$ cat src/dcsg_pkg.sv
`timescale 1ns / 1ps
// shared types and constants for the disc cost stamp grid
// no dependencies

package dcsg_pkg;

	localparam int GRID_W     = 64;
	localparam int GRID_H     = 64;
	localparam int GRID_CELLS = GRID_W * GRID_H;
	localparam int ADDR_W     = $clog2(GRID_CELLS);
	localparam int X_W        = 6;
	localparam int Y_W        = 6;
	localparam int COST_W     = 8;
	localparam int WIN_W      = 7;
	localparam int RAD_W      = 4;
	localparam int MAX_RADIUS = 15;
	localparam int DELTA_W    = 5;
	localparam int COORD_W    = 8;
	localparam int COUNT_W    = 10;
	localparam int MODE_W     = 2;
	localparam int CFG_IDX_W  = 3;
	localparam int CFG_DATA_W = 7;
	localparam int IN_DATA_W  = 24;
	localparam int OUT_DATA_W = 24;

	localparam logic [COST_W-1:0]  UNKNOWN_COST = 8'd255;
	localparam logic [COUNT_W-1:0] COUNT_MAX    = 10'd1023;

	localparam logic [MODE_W-1:0] MODE_LOAD  = 2'd0;
	localparam logic [MODE_W-1:0] MODE_STAMP = 2'd1;
	localparam logic [MODE_W-1:0] MODE_READ  = 2'd2;

	localparam logic [CFG_IDX_W-1:0] REG_ENABLE = 3'd0;
	localparam logic [CFG_IDX_W-1:0] REG_RADIUS = 3'd1;
	localparam logic [CFG_IDX_W-1:0] REG_LOW_X  = 3'd2;
	localparam logic [CFG_IDX_W-1:0] REG_LOW_Y  = 3'd3;
	localparam logic [CFG_IDX_W-1:0] REG_END_X  = 3'd4;
	localparam logic [CFG_IDX_W-1:0] REG_END_Y  = 3'd5;

	typedef struct packed {
		logic             enable;
		logic [RAD_W-1:0] radius;
		logic [WIN_W-1:0] low_x;
		logic [WIN_W-1:0] low_y;
		logic [WIN_W-1:0] end_x;
		logic [WIN_W-1:0] end_y;
	} cfg_t;

	typedef struct packed {
		logic clear_wr;
		logic capture;
		logic load_wr;
		logic scan_step;
		logic out_load;
	} cmd_t;

	typedef struct packed {
		logic clear_last;
		logic clearing;
		logic scan_last;
		logic out_free;
	} sts_t;

endpackage

$ cat src/dcsg_ctrl.sv
`timescale 1ns / 1ps
// controller state machine for the disc cost stamp grid
// depends on dcsg_pkg

module dcsg_ctrl (
	input  logic                  clk,
	input  logic                  arst_n,
	input  logic                  in_valid,
	input  logic [dcsg_pkg::MODE_W-1:0] in_mode,
	input  logic                  stamp_en,
	output logic                  in_ready,
	input  dcsg_pkg::sts_t        sts,
	output dcsg_pkg::cmd_t        cmd
);
	import dcsg_pkg::*;

	localparam logic [2:0] ST_CLEAR  = 3'd0;
	localparam logic [2:0] ST_IDLE   = 3'd1;
	localparam logic [2:0] ST_LOAD   = 3'd2;
	localparam logic [2:0] ST_READ   = 3'd3;
	localparam logic [2:0] ST_SCAN   = 3'd4;
	localparam logic [2:0] ST_FLUSH1 = 3'd5;
	localparam logic [2:0] ST_FLUSH2 = 3'd6;
	localparam logic [2:0] ST_RESULT = 3'd7;

	logic [2:0] state_q;
	logic [2:0] state_d;

	assign in_ready = (state_q == ST_IDLE);

	always_comb begin
		state_d = state_q;
		cmd     = '0;
		unique case (state_q)
			ST_CLEAR: begin
				cmd.clear_wr = 1'b1;
				if (sts.clear_last) begin
					state_d = ST_IDLE;
				end
			end
			ST_IDLE: begin
				if (in_valid) begin
					cmd.capture = 1'b1;
					case (in_mode)
						MODE_LOAD:  state_d = ST_LOAD;
						MODE_STAMP: state_d = stamp_en ? ST_SCAN : ST_RESULT;
						MODE_READ:  state_d = ST_READ;
						default:    state_d = ST_RESULT;
					endcase
				end
			end
			ST_LOAD: begin
				cmd.load_wr = 1'b1;
				state_d     = ST_RESULT;
			end
			ST_READ: begin
				state_d = ST_RESULT;
			end
			ST_SCAN: begin
				cmd.scan_step = 1'b1;
				if (sts.scan_last) begin
					state_d = ST_FLUSH1;
				end
			end
			ST_FLUSH1: begin
				state_d = ST_FLUSH2;
			end
			ST_FLUSH2: begin
				state_d = ST_RESULT;
			end
			ST_RESULT: begin
				if (sts.out_free) begin
					cmd.out_load = 1'b1;
					state_d      = ST_IDLE;
				end
			end
			default: begin
				state_d = ST_IDLE;
			end
		endcase
	end

	always_ff @(posedge clk or negedge arst_n) begin
		if (!arst_n) begin
			state_q <= ST_CLEAR;
		end else begin
			state_q <= state_d;
		end
	end

endmodule

$ cat config.mk
export PLATFORM = sky130hd
export DESIGN_NAME = dcsg_ctrl
export DESIGN_NICKNAME = d
export VERILOG_FILES = /design/src/dcsg_pkg.sv /design/src/dcsg_ctrl.sv
export SDC_FILE = /design/constraint.sdc
export NUM_CORES = 1
export LEC_CHECK = 0
export BUFFER_PORTS_ARGS = -buffer_cell sky130_fd_sc_hd__buf_2
export CAP_MARGIN = 10
export CORE_AREA = 2 2 39 41
export DETAILED_ROUTE_END_ITERATION = 7
export DIE_AREA = 0 0 41 43
export PLACE_DENSITY = 0.38
export SYNTH_ARGS = -nofsm -noshare
export SYNTH_HDL_FRONTEND = slang
export SYNTH_SLANG_ARGS = --single-unit
export TNS_END_PERCENT = 10
$ cat constraint.sdc
create_clock -name clk -period 1.29 [get_ports clk]
set_clock_uncertainty 0.05 [all_clocks]
set_input_delay 0.129 -clock clk [delete_from_list [all_inputs] [get_ports clk]]
set_output_delay 0.129 -clock clk [all_outputs]
set_load 0.01 [all_outputs]
### Word-level counts from Yosys, hierarchy flattened

Index checks and enable logic that the tools add are counted.

| cells by class | value |
|---|---|
| eq/ne operators | 13 |
| mux-type cells | 14 |
| reduce and logical (&&, ||, !) cells | 4 |

Operator list:

| cell | number |
|---|---|
| case mux 3 bit (6 select lines) | 1 |
| == test 3 bit, second input constant | 4 |
| two-way mux 3 bit | 4 |
| case mux 3 bit (3 select lines) | 1 |
| inequality test 2 bit, second input constant | 4 |
| two-way mux 1 bit | 7 |
| == test 3 x 2 -> 1 bit, second input constant | 2 |
| AND reduction 4 bit | 1 |
| == test 3 x 1 -> 1 bit, second input constant | 1 |
| zero test 3 bit | 1 |
| OR reduction 3 bit | 1 |
| == test 2 x 1 -> 1 bit, second input constant | 1 |
| == test 2 bit, second input constant | 1 |
| zero test 2 bit | 1 |
| two-way mux 2 bit | 1 |

| storage, ports and cells | value |
|---|---|
| bits in registers | 3 |
| input bits | 10 |
| output and inout bits | 6 |
| logic and storage cells | 32 |

### Longest topological paths before layout

| depth | value |
|---|---|
| depth after elaboration | 4 |
| mapped depth | 4 |
| depth with buffers taken out | 3 |

### Worst setup path after synthesis

No wires, ideal clock.

| timing | value |
|---|---|
| path type | register to register |
| start point | register state_q[2] |
| end point | register state_q[0] |
| library setup time | 0.122 ns |
| arrival | 0.846 ns |
| data required time | 1.118 ns |
| slack | 0.273 ns |
| stages on the path, launching flop included | 4 |
| buffers on the path | 0 |
| period minus slack after synthesis | 1.017 ns |
| path through | dfrtp_1 -> nor2_2 -> and3_4 -> a2bb2oi_2 |

| on the way | value |
|---|---|
| cells in the longest elaborated chain, start to end | 3 |
| elaborated cells on any way between the ends | 15 |
| those cells by class | eq/ne: 11; mux: 1; reduce/logical: 3 |

RTL lines:

| what | RTL line | RTL |
|---|---|---|
| from (decl) | dcsg_ctrl.sv:26 | `logic [2:0] state_q;` |
| from (signal assigned) | dcsg_ctrl.sv:87 | `state_q <= state_d;` |
| == test 3 x 2 -> 1 bit (tied with other cells) | dcsg_ctrl.sv:34 | `unique case (state_q)` |
| OR reduction 3 bit (no line) or inequality test 2 bit (tied branches) | - |  |
| case mux 3 bit (6 select lines) or AND reduction 4 bit (tied branches) | - |  |

Parallel ways exist; a longest one is shown, timed or not.
A chain may end at the register's enable or synchronous reset.

==> impl_metrics.tcl <==
set metrics [dict create \
    status "finished, final reports clean" \
    instances_no_fill 62 \
    antenna_cells 0 \
    wl_per_cell_microns 9.61 \
    whs_ns 0.128 \
    grt_pass1_vias 266 \
    power.total_uw 757 \
    max_freq_ghz 0.778 \
    startpoint_type "flop" \
    synth.avg_cell_area_sq_um 9.41 \
    fin_nets 57 \
    syn_to_final_growth_pct 85.5 \
    worst_slack_ns 0.00421 \
    chipHeight_microns 43 \
    io_buffers 14 \
    ys.warnings.count 0 \
    largest_register_ffs 3 \
    critPathKind "reg2out" \
    dr.pass1.iters 2 \
    clk_pin_slew_ns 0.04 \
    drt_iter0_drc 1 \
    ys_ff_latch 3 \
    crit_arrival_ns 1.11 \
    hold_path.class "in2reg" \
    clock_sinks 3 \
    hold_violations 0 \
    rows 14 \
    wl_microns 596 \
    ys_seq_area_frac 0.347 \
    regMostFlops "state_q" \
    ys_types 18 \
    layout-drive-gt1-share 0.674 \
    critPathMaxFanout 8 \
    ant_nets 0 \
    ctsHtreeMaxLevel 1 \
    clock_tree.root_cell "clkbuf_4" \
    layout_commonest_cell "buf_2" \
    via_per_inst 4.10 \
    cts_buffers 3 \
    gr-total-overflow 0 \
    crit_required_ns 1.11 \
    dieWidth_microns 41 \
    routabilityCongestion 0.641 \
    dp_cells 52 \
    grt_max_degree 10 \
    tightestPinTransition_ns 0.199 \
    drc 0 \
    core_sq_um 1380 \
    clockBufferDepth 2 \
    antenna_found_initial 0 \
    synthCells 23 \
    start_util 0.156 \
    end_kind "output pin" \
    min_period_over_period 0.997 \
    slew_headroom 0.867 \
    grt.total_usage 0.0897 \
    synthesis.nets 33 \
    fin_util 0.290 \
    ir_drop_uv 547 \
    drv_cap 0 \
    maxSlewViolCount 0 \
    syn_area_sq_um 216 \
    period_needed_ns 1.29 \
    dp.final_hpwl_microns 408 \
    cellLeakagePower_uw 0.000183 \
    via_count 254 \
    clock_latency_ns 0.23 \
    layout.cells.most_common_list "buf_2, buf_4, clkbuf_4, buf_6, dfrtp_2" \
    rsz0062_at_grt "yes" \
    pre_cts_ws_ns 0.146 \
    setup_viol 0 \
    top_regs "state_q (3)" \
    cellPowerDensity_nw_per_um2 1890 \
    cts_tree "built" \
    grt_pass1_wl_microns 979 \
    io_pins 16 \
    die_area_sq_um 1760 \
]
-- kinds of logic after synthesis --
logic type / share of synthesized area
and+or+nand+nor: 0.393
DFF: 0.347
buffers and inverters: 0.0693
AOI/OAI and AO/OA: 0.191
-- cell type report --
| class | count | area (sq um) |
|---|---|---|
| timing repair buffer | 20 | 134 |
| sequential | 3 | 78.8 |
| inverter | 1 | 3.75 |
| tap | 16 | 20.0 |
| clock buffer | 4 | 26.3 |
| multi-input combinational | 18 | 139 |
| fill | 153 | 982 |
-- layer usage --
metal,GRT usage,share of wire,up-vias
met1,0.104,0.43,115
met3,0.0314,0.084,0
met5,0,0,-
li1,-,-,127
met2,0.113,0.49,12
met4,0.100,0,0
-- timing repair --
| action | CTS | global route |
|---|---|---|
| resized for setup | 5 | 4 |
| endpoints found under the setup margin | 4 | 4 |
| cloned | 0 | 0 |
| hold buffers | 1 | 0 |
| setup buffers | 2 | 3 |
| pin swaps | 2 | 3 |
| hold endpoints to repair | 3 | 0 |
-- final timing paths --
check	start	end	slack (ns)	cells after the start
min in group asynchronous	arst_n	state_q[1]$_DFFE_PN0P_	0.17	2
setup / recovery	state_q[0]$_DFFE_PN0P_	cmd[3]	0.004	3
setup reg to reg	state_q[2]$_DFFE_PN0P_	state_q[0]$_DFFE_PN0P_	0.13	4
hold / removal	in_valid	state_q[1]$_DFFE_PN0P_	0.13	3
hold reg to reg	state_q[1]$_DFFE_PN0P_	state_q[1]$_DFFE_PN0P_	0.60	2
max in group asynchronous	arst_n	state_q[2]$_DFFE_PN0P_	0.90	2
-- critical path: stages, from the launching register on --
cell and delay (ns):
dfrtp_2 0.46, buf_6 0.14, and3_4 0.16, buf_6 0.11
-- per-stage QoR --
stage	area (sq um)	TNS [ns]
after floorplan	216	0
after global placement	295	0
after detailed placement	295	0
after CTS	362	-0.00401
after global routing	402	-0.118
final	402	0
-- cell usage after synthesis, drive strengths merged --
library cell  number  share of area
a21oi              3          0.087
dfrtp              3           0.35
and2               2          0.058
nor2               2          0.046
nor3               2          0.046
a211oi             1          0.035
a2bb2oi            1          0.069
and3               1          0.052
and4               1          0.052
buf                1          0.052
inv                1          0.017
nand2              1          0.017
nand2b             1          0.029
nand3              1          0.023
nand3b             1          0.035
nor3b              1          0.035
-- where the power goes --
part	switching (uW)	internal, uW
registers	99.0	145
clock network	49.4	116
logic	124	225
Note: power is estimated with default switching activity, not from simulation.
